### config.mk
export PLATFORM = sky130hd
export DESIGN_NAME = line_follower_move_decider_unit
export DESIGN_NICKNAME = d
export VERILOG_FILES = /design/src/lfmd_pkg.sv /design/src/lfmd_cfg_regs.sv /design/src/lfmd_decide.sv /design/src/line_follower_move_decider_unit.sv
export SDC_FILE = /design/constraint.sdc
export NUM_CORES = 1
export LEC_CHECK = 0
export BUFFER_PORTS_ARGS = -buffer_cell sky130_fd_sc_hd__buf_2
export CAP_MARGIN = 10
export CORE_UTILIZATION = 50
export DETAILED_ROUTE_END_ITERATION = 8
export GPL_TIMING_DRIVEN = 1
export PLACE_DENSITY = 0.71
export RECOVER_POWER = 25
export SLEW_MARGIN = 10
export SYNTH_ARGS = -nofsm -noshare
export SYNTH_HDL_FRONTEND = slang
export SYNTH_SLANG_ARGS = --single-unit
### constraint.sdc
create_clock -name clk_i -period 5.7 [get_ports clk_i]
set_input_delay 0.57 -clock clk_i [delete_from_list [all_inputs] [get_ports clk_i]]
set_output_delay 0.57 -clock clk_i [all_outputs]
set_load 0.02 [all_outputs]
### src/lfmd_pkg.sv
// Shared types, codes and register layout for the line follower move decider.
package lfmd_pkg;

  localparam int unsigned AddrW = 5;
  localparam int unsigned DataW = 32;

  typedef enum logic [1:0] {
    NAV_STOP   = 2'd0,
    NAV_SIMPLE = 2'd1,
    NAV_ADV    = 2'd2
  } nav_mode_e;

  typedef enum logic [2:0] {
    MV_STOP      = 3'd0,
    MV_STRAIGHT  = 3'd1,
    MV_ADJ_RIGHT = 3'd2,
    MV_ADJ_LEFT  = 3'd3,
    MV_RIGHT     = 3'd4,
    MV_LEFT      = 3'd5
  } move_e;

  localparam logic [3:0] LK_STRAIGHT = 4'd1;
  localparam logic [3:0] LK_LEFT     = 4'd2;
  localparam logic [3:0] LK_RIGHT    = 4'd3;
  localparam logic [3:0] LK_STOP     = 4'd4;
  localparam logic [3:0] LK_TJ1      = 4'd5;
  localparam logic [3:0] LK_TJ2      = 4'd6;
  localparam logic [3:0] LK_TJ3      = 4'd7;
  localparam logic [3:0] LK_FOURWAY  = 4'd8;
  localparam logic [3:0] LK_UTURN    = 4'd9;

  // register indexes (byte address / 4)
  localparam logic [2:0] REG_NAV_MODE    = 3'd0;
  localparam logic [2:0] REG_TURN_MIN    = 3'd1;
  localparam logic [2:0] REG_SETTLE      = 3'd2;
  localparam logic [2:0] REG_FRONT       = 3'd3;
  localparam logic [2:0] REG_FRONT_LEFT  = 3'd4;
  localparam logic [2:0] REG_FRONT_RIGHT = 3'd5;
  localparam logic [2:0] REG_RIGHT       = 3'd6;

  localparam logic [15:0] TurnMinRst     = 16'd500;
  localparam logic [15:0] SettleRst      = 16'd1000;
  localparam logic [7:0]  FrontRst       = 8'd1;
  localparam logic [7:0]  FrontLeftRst   = 8'd2;
  localparam logic [7:0]  FrontRightRst  = 8'd4;
  localparam logic [7:0]  RightRst       = 8'd8;

  typedef struct packed {
    nav_mode_e   nav_mode;
    logic [15:0] turn_min_ms;
    logic [15:0] settle_ms;
    logic [7:0]  front_mask;
    logic [7:0]  front_left_mask;
    logic [7:0]  front_right_mask;
    logic [7:0]  right_mask;
  } cfg_t;

  typedef struct packed {
    move_e       move;
    logic        turning;
    logic        just_turned;
    logic        settle_started;
    logic [31:0] timer_start;
  } nav_state_t;

endpackage

### src/lfmd_cfg_regs.sv
// APB configuration registers of the move decider.
module lfmd_cfg_regs (
  input  logic                         clk_i,
  input  logic                         rst_ni,
  input  logic                         psel,
  input  logic                         penable,
  input  logic                         pwrite,
  input  logic [lfmd_pkg::AddrW-1:0]   paddr,
  input  logic [lfmd_pkg::DataW-1:0]   pwdata,
  output logic [lfmd_pkg::DataW-1:0]   prdata,
  output logic                         pready,
  output lfmd_pkg::cfg_t               cfg_o
);
  import lfmd_pkg::*;

  cfg_t       cfg_q, cfg_d;
  logic       wr_en;
  logic [2:0] reg_idx;

  assign wr_en   = psel & penable & pwrite;
  assign reg_idx = paddr[AddrW-1:2];
  assign pready  = 1'b1;
  assign cfg_o   = cfg_q;

  always_comb begin
    cfg_d = cfg_q;
    if (wr_en) begin
      case (reg_idx)
        REG_NAV_MODE:    cfg_d.nav_mode         = nav_mode_e'(pwdata[1:0]);
        REG_TURN_MIN:    cfg_d.turn_min_ms      = pwdata[15:0];
        REG_SETTLE:      cfg_d.settle_ms        = pwdata[15:0];
        REG_FRONT:       cfg_d.front_mask       = pwdata[7:0];
        REG_FRONT_LEFT:  cfg_d.front_left_mask  = pwdata[7:0];
        REG_FRONT_RIGHT: cfg_d.front_right_mask = pwdata[7:0];
        REG_RIGHT:       cfg_d.right_mask       = pwdata[7:0];
        default: ;
      endcase
    end
  end

  always_comb begin
    case (reg_idx)
      REG_NAV_MODE:    prdata = {30'd0, cfg_q.nav_mode};
      REG_TURN_MIN:    prdata = {16'd0, cfg_q.turn_min_ms};
      REG_SETTLE:      prdata = {16'd0, cfg_q.settle_ms};
      REG_FRONT:       prdata = {24'd0, cfg_q.front_mask};
      REG_FRONT_LEFT:  prdata = {24'd0, cfg_q.front_left_mask};
      REG_FRONT_RIGHT: prdata = {24'd0, cfg_q.front_right_mask};
      REG_RIGHT:       prdata = {24'd0, cfg_q.right_mask};
      default:         prdata = '0;
    endcase
  end

  always_ff @(posedge clk_i or negedge rst_ni) begin
    if (!rst_ni) begin
      cfg_q.nav_mode         <= NAV_STOP;
      cfg_q.turn_min_ms      <= TurnMinRst;
      cfg_q.settle_ms        <= SettleRst;
      cfg_q.front_mask       <= FrontRst;
      cfg_q.front_left_mask  <= FrontLeftRst;
      cfg_q.front_right_mask <= FrontRightRst;
      cfg_q.right_mask       <= RightRst;
    end else begin
      cfg_q <= cfg_d;
    end
  end

endmodule

### src/lfmd_decide.sv
// Navigation state and the per-word move decision.
module lfmd_decide (
  input  logic                 clk_i,
  input  logic                 rst_ni,
  input  logic                 advance_i,
  input  lfmd_pkg::cfg_t       cfg_i,
  input  logic [3:0]           line_kind_i,
  input  logic [7:0]           sensor_bits_i,
  input  logic [31:0]          now_ms_i,
  output lfmd_pkg::nav_state_t state_d_o
);
  import lfmd_pkg::*;

  nav_state_t  st_q, st_d;
  logic        front, fleft, fright, right_s;
  logic        advanced;
  logic [31:0] elapsed;

  assign front    = |(sensor_bits_i & cfg_i.front_mask);
  assign fleft    = |(sensor_bits_i & cfg_i.front_left_mask);
  assign fright   = |(sensor_bits_i & cfg_i.front_right_mask);
  assign right_s  = |(sensor_bits_i & cfg_i.right_mask);
  assign advanced = (cfg_i.nav_mode == NAV_ADV);
  // wrapping age of the shared timer
  assign elapsed  = now_ms_i - st_q.timer_start;

  always_comb begin
    st_d = st_q;
    case (cfg_i.nav_mode)
      NAV_STOP: st_d.move = MV_STOP;
      NAV_SIMPLE, NAV_ADV: begin
        case (st_q.move)
          MV_STRAIGHT, MV_ADJ_RIGHT, MV_ADJ_LEFT: begin
            if (st_q.just_turned) begin
              // settle window: ignore line kind, start timer on first word
              if (!st_q.settle_started) begin
                st_d.timer_start    = now_ms_i;
                st_d.settle_started = 1'b1;
              end else if (elapsed > {16'd0, cfg_i.settle_ms}) begin
                st_d.settle_started = 1'b0;
                st_d.just_turned    = 1'b0;
              end
            end else if (line_kind_i == LK_RIGHT ||
                         (advanced && (line_kind_i inside
                           {LK_TJ1, LK_TJ2, LK_FOURWAY, LK_UTURN}))) begin
              st_d.move = MV_RIGHT;
            end else if (advanced && line_kind_i == LK_TJ3) begin
              st_d.move = MV_STRAIGHT;
            end else if (line_kind_i == LK_LEFT) begin
              st_d.move = MV_LEFT;
            end else if (fright && !fleft && !front) begin
              st_d.move = MV_ADJ_RIGHT;
            end else if (!fright && fleft && !front) begin
              st_d.move = MV_ADJ_LEFT;
            end else if (line_kind_i == LK_STRAIGHT) begin
              st_d.move = MV_STRAIGHT;
            end else if (line_kind_i == LK_STOP) begin
              st_d.move = MV_STOP;
            end
          end
          MV_STOP: begin
            if (line_kind_i == LK_STRAIGHT) st_d.move = MV_STRAIGHT;
          end
          MV_RIGHT, MV_LEFT: begin
            if (!st_q.turning) begin
              // first word of the turn: timer starts now, nothing expires
              st_d.timer_start = now_ms_i;
              st_d.turning     = 1'b1;
              if (advanced && st_q.move == MV_LEFT && right_s) begin
                st_d.move    = MV_RIGHT;
                st_d.turning = 1'b0;
              end
            end else if (elapsed > {16'd0, cfg_i.turn_min_ms}) begin
              if (front) begin
                st_d.move        = MV_STRAIGHT;
                st_d.turning     = 1'b0;
                st_d.just_turned = 1'b1;
              end
            end else if (advanced && st_q.move == MV_LEFT && right_s) begin
              st_d.move    = MV_RIGHT;
              st_d.turning = 1'b0;
            end
          end
          default: ;
        endcase
      end
      default: ;
    endcase
  end

  assign state_d_o = st_d;

  always_ff @(posedge clk_i or negedge rst_ni) begin
    if (!rst_ni) begin
      st_q.move           <= MV_STOP;
      st_q.turning        <= 1'b0;
      st_q.just_turned    <= 1'b0;
      st_q.settle_started <= 1'b0;
      st_q.timer_start    <= '0;
    end else if (advance_i) begin
      st_q <= st_d;
    end
  end

endmodule

### src/line_follower_move_decider_unit.sv
// Line follower move decider: one move command per line/sensor/time sample, with config over APB.
// Each accepted word (line kind, sensor bitmap, millisecond timestamp) yields exactly one result
// word (move command, in-turn flag). The unit takes one word every cycle while no result is held:
// the input register, the combinational navigation state update and the result register form a
// two-stage pipeline. A held result stalls the input register, which takes new words again once
// the result moves on. The move state and the shared turn/settle timer start live in one register
// set updated once per word. Configuration registers sit at byte addresses 0x00..0x18; the user
// must write them only while no word is in flight, which the unit itself does not enforce.
module line_follower_move_decider_unit (
  input  logic                        clk_i,
  input  logic                        rst_ni,
  input  logic                        psel,
  input  logic                        penable,
  input  logic                        pwrite,
  input  logic [lfmd_pkg::AddrW-1:0]  paddr,
  input  logic [lfmd_pkg::DataW-1:0]  pwdata,
  output logic [lfmd_pkg::DataW-1:0]  prdata,
  output logic                        pready,
  input  logic                        in_valid_i,
  output logic                        in_ready_o,
  input  logic [3:0]                  line_kind_i,
  input  logic [7:0]                  sensor_bits_i,
  input  logic [31:0]                 now_ms_i,
  output logic                        out_valid_o,
  input  logic                        out_ready_i,
  output logic [2:0]                  move_cmd_o,
  output logic                        in_turn_o
);
  import lfmd_pkg::*;

  cfg_t        cfg;
  nav_state_t  st_d;

  logic        s1_valid_q, s1_valid_d;
  logic [3:0]  kind_q;
  logic [7:0]  bits_q;
  logic [31:0] now_q;
  logic        out_valid_q, out_valid_d;
  logic [2:0]  move_q;
  logic        turn_q;
  logic        out_free, advance, in_acc;

  lfmd_cfg_regs u_cfg (
    .clk_i   (clk_i),
    .rst_ni  (rst_ni),
    .psel    (psel),
    .penable (penable),
    .pwrite  (pwrite),
    .paddr   (paddr),
    .pwdata  (pwdata),
    .prdata  (prdata),
    .pready  (pready),
    .cfg_o   (cfg)
  );

  lfmd_decide u_decide (
    .clk_i         (clk_i),
    .rst_ni        (rst_ni),
    .advance_i     (advance),
    .cfg_i         (cfg),
    .line_kind_i   (kind_q),
    .sensor_bits_i (bits_q),
    .now_ms_i      (now_q),
    .state_d_o     (st_d)
  );

  assign out_free    = !out_valid_q || out_ready_i;
  assign advance     = s1_valid_q && out_free;
  assign in_ready_o  = !s1_valid_q || advance;
  assign in_acc      = in_valid_i && in_ready_o;
  assign s1_valid_d  = in_acc || (s1_valid_q && !advance);
  assign out_valid_d = advance || (out_valid_q && !out_ready_i);

  always_ff @(posedge clk_i or negedge rst_ni) begin
    if (!rst_ni) begin
      s1_valid_q  <= 1'b0;
      out_valid_q <= 1'b0;
    end else begin
      s1_valid_q  <= s1_valid_d;
      out_valid_q <= out_valid_d;
    end
  end

  // payload: hold unless a word moves in
  always_ff @(posedge clk_i) begin
    if (in_acc) begin
      kind_q <= line_kind_i;
      bits_q <= sensor_bits_i;
      now_q  <= now_ms_i;
    end
    if (advance) begin
      move_q <= st_d.move;
      turn_q <= st_d.turning;
    end
  end

  assign out_valid_o = out_valid_q;
  assign move_cmd_o  = move_q;
  assign in_turn_o   = turn_q;

  // a presented result carries a defined move code
  assert property (@(posedge clk_i) disable iff (!rst_ni)
    out_valid_o |-> (move_cmd_o <= MV_LEFT))
    else $error("result with an undefined move code");

  // a held input word is not dropped
  assert property (@(posedge clk_i) disable iff (!rst_ni)
    s1_valid_q && !advance |=> s1_valid_q)
    else $error("input word lost while stalled");

  // a new result only follows an advance of the input stage
  assert property (@(posedge clk_i) disable iff (!rst_ni)
    $rose(out_valid_q) |-> $past(advance))
    else $error("result appeared without an advance");

  // a word taken into the input stage is pending next cycle
  assert property (@(posedge clk_i) disable iff (!rst_ni)
    in_acc |=> s1_valid_q)
    else $error("accepted word not held in input stage");

endmodule
==> run summary, run 1 <==
H-tree depth = 4
Least-Margin Pin Slew = 1.879 ns
GR Layer Usage met3 = 3.881%
Syn-to-layout area delta = 11.42%
Routing usage on met1 = 31.47%
Worst-path clk slew = 0.07 ns
Worst min path class = input port to flip-flop
Post-DRT Antenna Nets = 0
Fin crit share = 87.00%
Post-synth EDFFs = 48
Synth async-reset ratio = 68.83%
Slew margin rel. = -25.30%
Wire length per cell = 15.94 µm
Final Net Count = 1260
Critical path capture point type = flip-flop
Worst Hold Path Cells = 1
DRT iter0 DRCs = 636
Cell with the most instances after synthesis = nand2_1
Top_reg_cell synth = dfrtp_1
Grt total ovfl = 0
Deepest clock path buffer count = 2
RSZ-0062 raised after global routing = false
Syn_area_per_cell = 9.415 µm²
Hold path startpoint = now_ms_i[16]
Top cells by count, synth = nand2_1 (145), o21ai_0 (96), dfrtp_1 (90), inv_1 (78), ha_1 (65)
CP Max Fanout = 3
Post-Syn Instances = 1035
Setup TNS = 0 ns
Final Util = 57.46%
Vias post-DR = 7707
Clk_lat worst skew = 0.44 ns
Share of cells above drive strength 1 = 18.50%
Critical Path AT = 5.13 ns
# fillers = 1699
Max-capacitance violation count = 2
Synth top area share = 23.11%
GR peak layer = met2
Post-synth top area cell = dfrtp_1
Post-synthesis sequential area ratio = 42.22%
Die Width = 141.6 µm
DRC = 0
R2R Path Start = now_q[0]
Startpoint type of the worst setup path = flip-flop
Peak supply drop = 0.0002153 V
GRT Total Usage = 23.14%
Tmin final = 4.959 ns
Initial antenna violation count = 0
Vias/cell = 5.589
Final hold vios = 0
Met2 Usage GRT = 37.15%
CTS tree = done
Setup Viol. Count Final = 0
Crit Path Class = flip-flop to flip-flop
Hold_buf cts = 0
Pwr Total = 3.344 mW
#FFs+latches synth = 154
Worst reg-to-reg setup slack = 0.74 ns
Resized Gates After CTS = 0
Initial Util = 51.58%
Failing checks = max-capacitance violations, max-slew violations
Largest net degree at the start of global routing = 76
Clock root cell = clkbuf_16
Run status = finished, violations left
Final GP Congestion = 0.9352
PortBufs = 91
CP Data Required Time = 5.87 ns
First-pass detailed-route iteration total = 5
Synth cell types = 85
R2R Path End = move_cmd_o[0]
Core area = 18890 µm²
Chip height = 141.6 µm
Leak = 4.627 nW
Num rows = 50
# diodes = 0
DP HPWL = 16340 µm
Power Density = 308.0 nW/µm²
Cts bufs inserted = 17
R2R depth = 17
Vias in the first global route = 7317
Hold endpoint = now_q[16]
Postcts setup bufs = 0
Fmax = 201.7 MHz
Top cells by area, synth = dfrtp_1 (23%), edfxtp_1 (15%), ha_1 (8.3%)
Die footprint = 20050 µm²
Mapped cell area = 9744 µm²
First-pass GRT wire length = 36400 µm
CTS Sinks = 154
Final WL = 21980 µm
I/O pin cnt = 127
Final Slew Violations = 109
Clock Skew = 0.01258 ns
YS warnings = 0
metal layers:
layer,share of wire [%],routed length [µm]
met1,47,10270
met5,0,0
met4,1.8,388
met2,47,10330
met3,4.5,992
worst max path at each step:
stage | cells past startpoint | startpoint | to | slack [ns]
final | 17 | now_q[0] | move_cmd_o[0] | 0.74
after global routing | 17 | now_q[0] | move_cmd_o[0] | 0.45
after CTS | 17 | now_q[0] | move_cmd_o[0] | 0.75
after detailed placement | 17 | now_q[0] | move_cmd_o[0] | 0.80
after global placement | 17 | now_q[0] | move_cmd_o[0] | 0.79
after floorplan | 17 | now_q[0] | move_cmd_o[0] | 1.50
stage by stage:
stage,hold slack [ns],cells,area (µm²),setup WS (ns)
5_1_grt,0.2852,1379,10860,0.4525
4_1_cts,0.06246,1379,10860,0.7483
3_5_place_dp,0.4698,1347,10260,0.7964
6_report,0.2972,1379,10860,0.7410
3_3_place_gp,0.4617,1347,10260,0.7885
2_1_floorplan,0.2744,1050,9801,1.498
area by class of cell:
class | instances | area [µm²] | area share, %
multi-input combinational | 759 | 5031 | 46.34
clock buffer | 20 | 489.2 | 4.506
tap | 260 | 325.3 | 2.996
sequential | 154 | 4114 | 37.89
clock inverter | 12 | 115.1 | 1.060
inverter | 78 | 292.8 | 2.697
timing repair buffer | 96 | 489.2 | 4.506
power breakdown:
group	switching, mW	internal, mW
sequential	0.110	1.30
combinational	0.461	0.325
clock	0.505	0.640
cells by family (layout without fill, tap and decap cells):
family	Yosys count	count (layout)	share of synthesized area, %
other cells	2	17	0.07707
buf+inv	137	206	6.793
simple gates	319	319	15.73
compound gates	274	274	17.85
flops	154	154	42.22
mux	54	54	6.176
fa+ha+maj	66	66	8.552
xor+xnor	29	29	2.607
registers in the layout, indices dropped and copies added (netlist names):
signal         count
u_cfg.cfg_o       66
u_decide.st_q     38
now_q             32
bits_q             8
kind_q             4
move_cmd_o         3
in_turn_o          1
out_valid_o        1
s1_valid_q         1
layout by cell type, fill, tap and decap left out, types with 18 or more instances in the layout:
cell and count:
buf_2 90, o21ai_0 96, inv_1 78, a21oi_1 62, clkbuf_16 19, edfxtp_1 48, dfrtp_1 90, nand2_1 145
mux2_2 39, ha_1 65, xnor2_1 18, a22oi_1 25, nand4_1 24, nor2_1 59
worst max-delay path: stages, from the launching register on:
cell and delay, ns:
edfxtp_1 0.35, inv_1 0.05, ha_1 0.21, fa_1 0.41, and2b_1 0.25, o2111ai_2 0.18
a2111oi_2 0.49, nor2_2 0.10, nand2_1 0.12, xor2_1 0.29, ha_1 0.20, nand4_1 0.09
or2_2 0.32, o31ai_1 0.46, nand3b_1 0.11, or4_1 0.48, a2111oi_2 0.50, nor2_1 0.08
Note: power is estimated with default switching activity, not from simulation.
==> run 2, diff against run 1 <==
--- a/config.mk
+++ b/config.mk
@@ -5,12 +5,13 @@
 export SDC_FILE = /design/constraint.sdc
 export NUM_CORES = 1
 export LEC_CHECK = 0
+export ABC_AREA = 1
 export BUFFER_PORTS_ARGS = -buffer_cell sky130_fd_sc_hd__buf_2
 export CAP_MARGIN = 10
 export CORE_UTILIZATION = 50
 export DETAILED_ROUTE_END_ITERATION = 8
 export GPL_TIMING_DRIVEN = 1
-export PLACE_DENSITY = 0.71
+export PLACE_DENSITY = 0.7
 export RECOVER_POWER = 25
 export SLEW_MARGIN = 10
 export SYNTH_ARGS = -nofsm -noshare
==> run summary, run 2 <==
Run status = finished, violations left
Failing checks = max-capacitance violations, max-slew violations
Max reg flops = 66
Final hold vios = 0
Startpoint type of the worst setup path = flip-flop
RSZ-0062 raised after global routing = false
Num rows = 51
Worst min path class = input port to flip-flop
Synth async-reset ratio = 68.83%
Deepest clock path buffer count = 2
Post-synthesis sequential area ratio = 40.82%
H-tree depth = 4
Clk_lat worst skew = 0.44 ns
Worst-path clk slew = 0.07 ns
Clock root cell = clkbuf_16
Synth top area share = 22.35%
Most frequent cells in the layout = nand2_1 (379), inv_1 (263), o21ai_0 (107)
Hold WS = 0.3010 ns
Fmax = 268.7 MHz
Setup TNS = 0 ns
CTS tree = done
Cell with the most instances after synthesis = nand2_1
YS warnings = 0
Top cells by count, synth = nand2_1 (379), inv_1 (264), o21ai_0 (107), dfrtp_1 (90), nand3_1 (77)
CP Max Fanout = 3
Largest net degree at the start of global routing = 65
Worst reg-to-reg setup slack = 1.98 ns
Vias in the first global route = 7979
#FFs+latches synth = 154
Final GP Congestion = 0.9377
Die footprint = 20730 µm²
CP Data Required Time = 5.88 ns
Final WL = 23250 µm
Postcts setup bufs = 0
Syn_area_per_cell = 7.471 µm²
GRT Total Usage = 24.20%
First-pass detailed-route iteration total = 5
Top cells by area, synth = dfrtp_1 (22%), edfxtp_1 (14%), nand2_1 (14%)
R2R depth = 19
Post-synth EDFFs = 48
Die Width = 144.0 µm
Post-synth top area cell = dfrtp_1
Leak = 5.897 nW
R2R Path End = in_turn_o
Share of cells above drive strength 1 = 13.17%
Clock Skew = 0.01396 ns
Critical path capture point type = flip-flop
Post-Syn Instances = 1349
Final Net Count = 1591
DP HPWL = 17720 µm
Synth cell types = 44
Setup Viol. Count Final = 0
First-pass GRT wire length = 38920 µm
Syn-to-layout area delta = 12.22%
Tmin final = 3.721 ns
Critical Path Source = now_q[0]
Commonest non-fill, non-tap cell in the layout = nand2_1
Chip height = 144.0 µm
Power Density = 469.1 nW/µm²
Mapped cell area = 10080 µm²
Fin crit share = 65.29%
Vias post-DR = 8612
Peak supply drop = 0.0002431 V
PortBufs = 91
Crit Path Class = flip-flop to flip-flop
Critical Path End = in_turn_o
Wire length per cell = 13.56 µm
Grt total ovfl = 0
R2R Path Start = now_q[0]
Max-capacitance violation count = 1
Top_reg_cell synth = dfrtp_1
Cts bufs inserted = 17
Resized Gates After CTS = 0
Final std cells w/o fill = 1715
Least-Margin Pin Slew = 3.345 ns
Cell total after placement = 1683
DRC = 0
# diodes = 0
Final Slew Violations = 60
Vias/cell = 5.022
CTS Sinks = 154
Critical Path AT = 3.90 ns
Initial Util = 51.45%
Initial antenna violation count = 0
Slew margin rel. = -123.0%
DRT iter0 DRCs = 556
I/O pin cnt = 127
Post-DRT Antenna Nets = 0
Core area = 19590 µm²
Hold_buf cts = 0
==> run 2: layer usage <==
metal / global-route usage [%] / routed length (µm)
met1: 34.57 / 11490
met2: 38.01 / 10380
met3: 3.709 / 1049
met4: 6.663 / 332
met5: 0 / 0
==> run 2: worst min-delay path by stage <==
stage / slack (ns) / from / cells after the start / end
finish: 0.30 / now_ms_i[12] / 1 / now_q[12]
global route: 0.28 / now_ms_i[11] / 1 / now_q[11]
CTS: 0.23 / rst_ni / 1 / u_cfg.cfg_o[15]
detailed placement: 0.47 / u_cfg.cfg_o[36] / 2 / u_cfg.cfg_o[36]
global placement: 0.47 / u_cfg.cfg_o[34] / 2 / u_cfg.cfg_o[34]
floorplan: 0.27 / rst_ni / 0 / out_valid_o
==> run 2: kinds of logic (layout without fill, tap and decap cells) <==
kind of cell	after synthesis	after routing	synth area share, %
and+or+nand+nor	592	592	25.10
buffers and inverters	314	400	12.36
AOI/OAI and AO/OA	206	206	12.07
DFF	154	154	40.82
adders and majority gates	66	66	8.268
xor gates and xnor gates	15	15	1.304
other	2	17	0.07452
==> run 2: worst max-delay path: stages, from the launching register on <==
cell and delay (ns):
edfxtp_1 0.36, inv_1 0.05, ha_1 0.23, fa_1 0.42
inv_1 0.13, nand3_1 0.08, nand3_1 0.14, nand2_1 0.08
nand3_2 0.12, xor2_1 0.30, ha_1 0.18, nand4_1 0.13
nor3_1 0.26, nand3_1 0.10, o21ai_0 0.43, nand3_2 0.17
nand2_1 0.08, nand2_1 0.05, nand2_1 0.09, a21oi_2 0.06
==> run 2: power breakdown <==
group          switching (mW)  internal [mW]  total (mW)
combinational            1.71          0.935        2.65
clock                   0.519          0.622        1.14
sequential              0.116           1.40        1.52
total                    2.35           2.96        5.31
==> run 2: layout make-up <==
type / instances / area (µm²)
inverters: 274 / 1028
flip-flops and latches: 154 / 4114
clock inverters: 14 / 156.4
repair buffers: 94 / 475.5
fillers: 1848 / 8280
well taps: 265 / 331.6
clock buffers: 18 / 429.2
multi-input cells: 896 / 4775
==> run 2: metrics by stage <==
| stage | instance area [µm²] | power (mW) | util, % | setup WS [ns] |
|---|---|---|---|---|
| after floorplan | 10130 | 3.521 | - | 2.771 |
| after global placement | 10730 | 4.103 | 54.77 | 2.054 |
| after detailed placement | 10730 | 4.167 | 54.77 | 2.076 |
| after CTS | 11310 | 5.337 | 57.76 | 2.015 |
| after global routing | 11310 | 5.807 | 57.73 | 1.648 |
| final | 11310 | 5.305 | 57.73 | 1.979 |
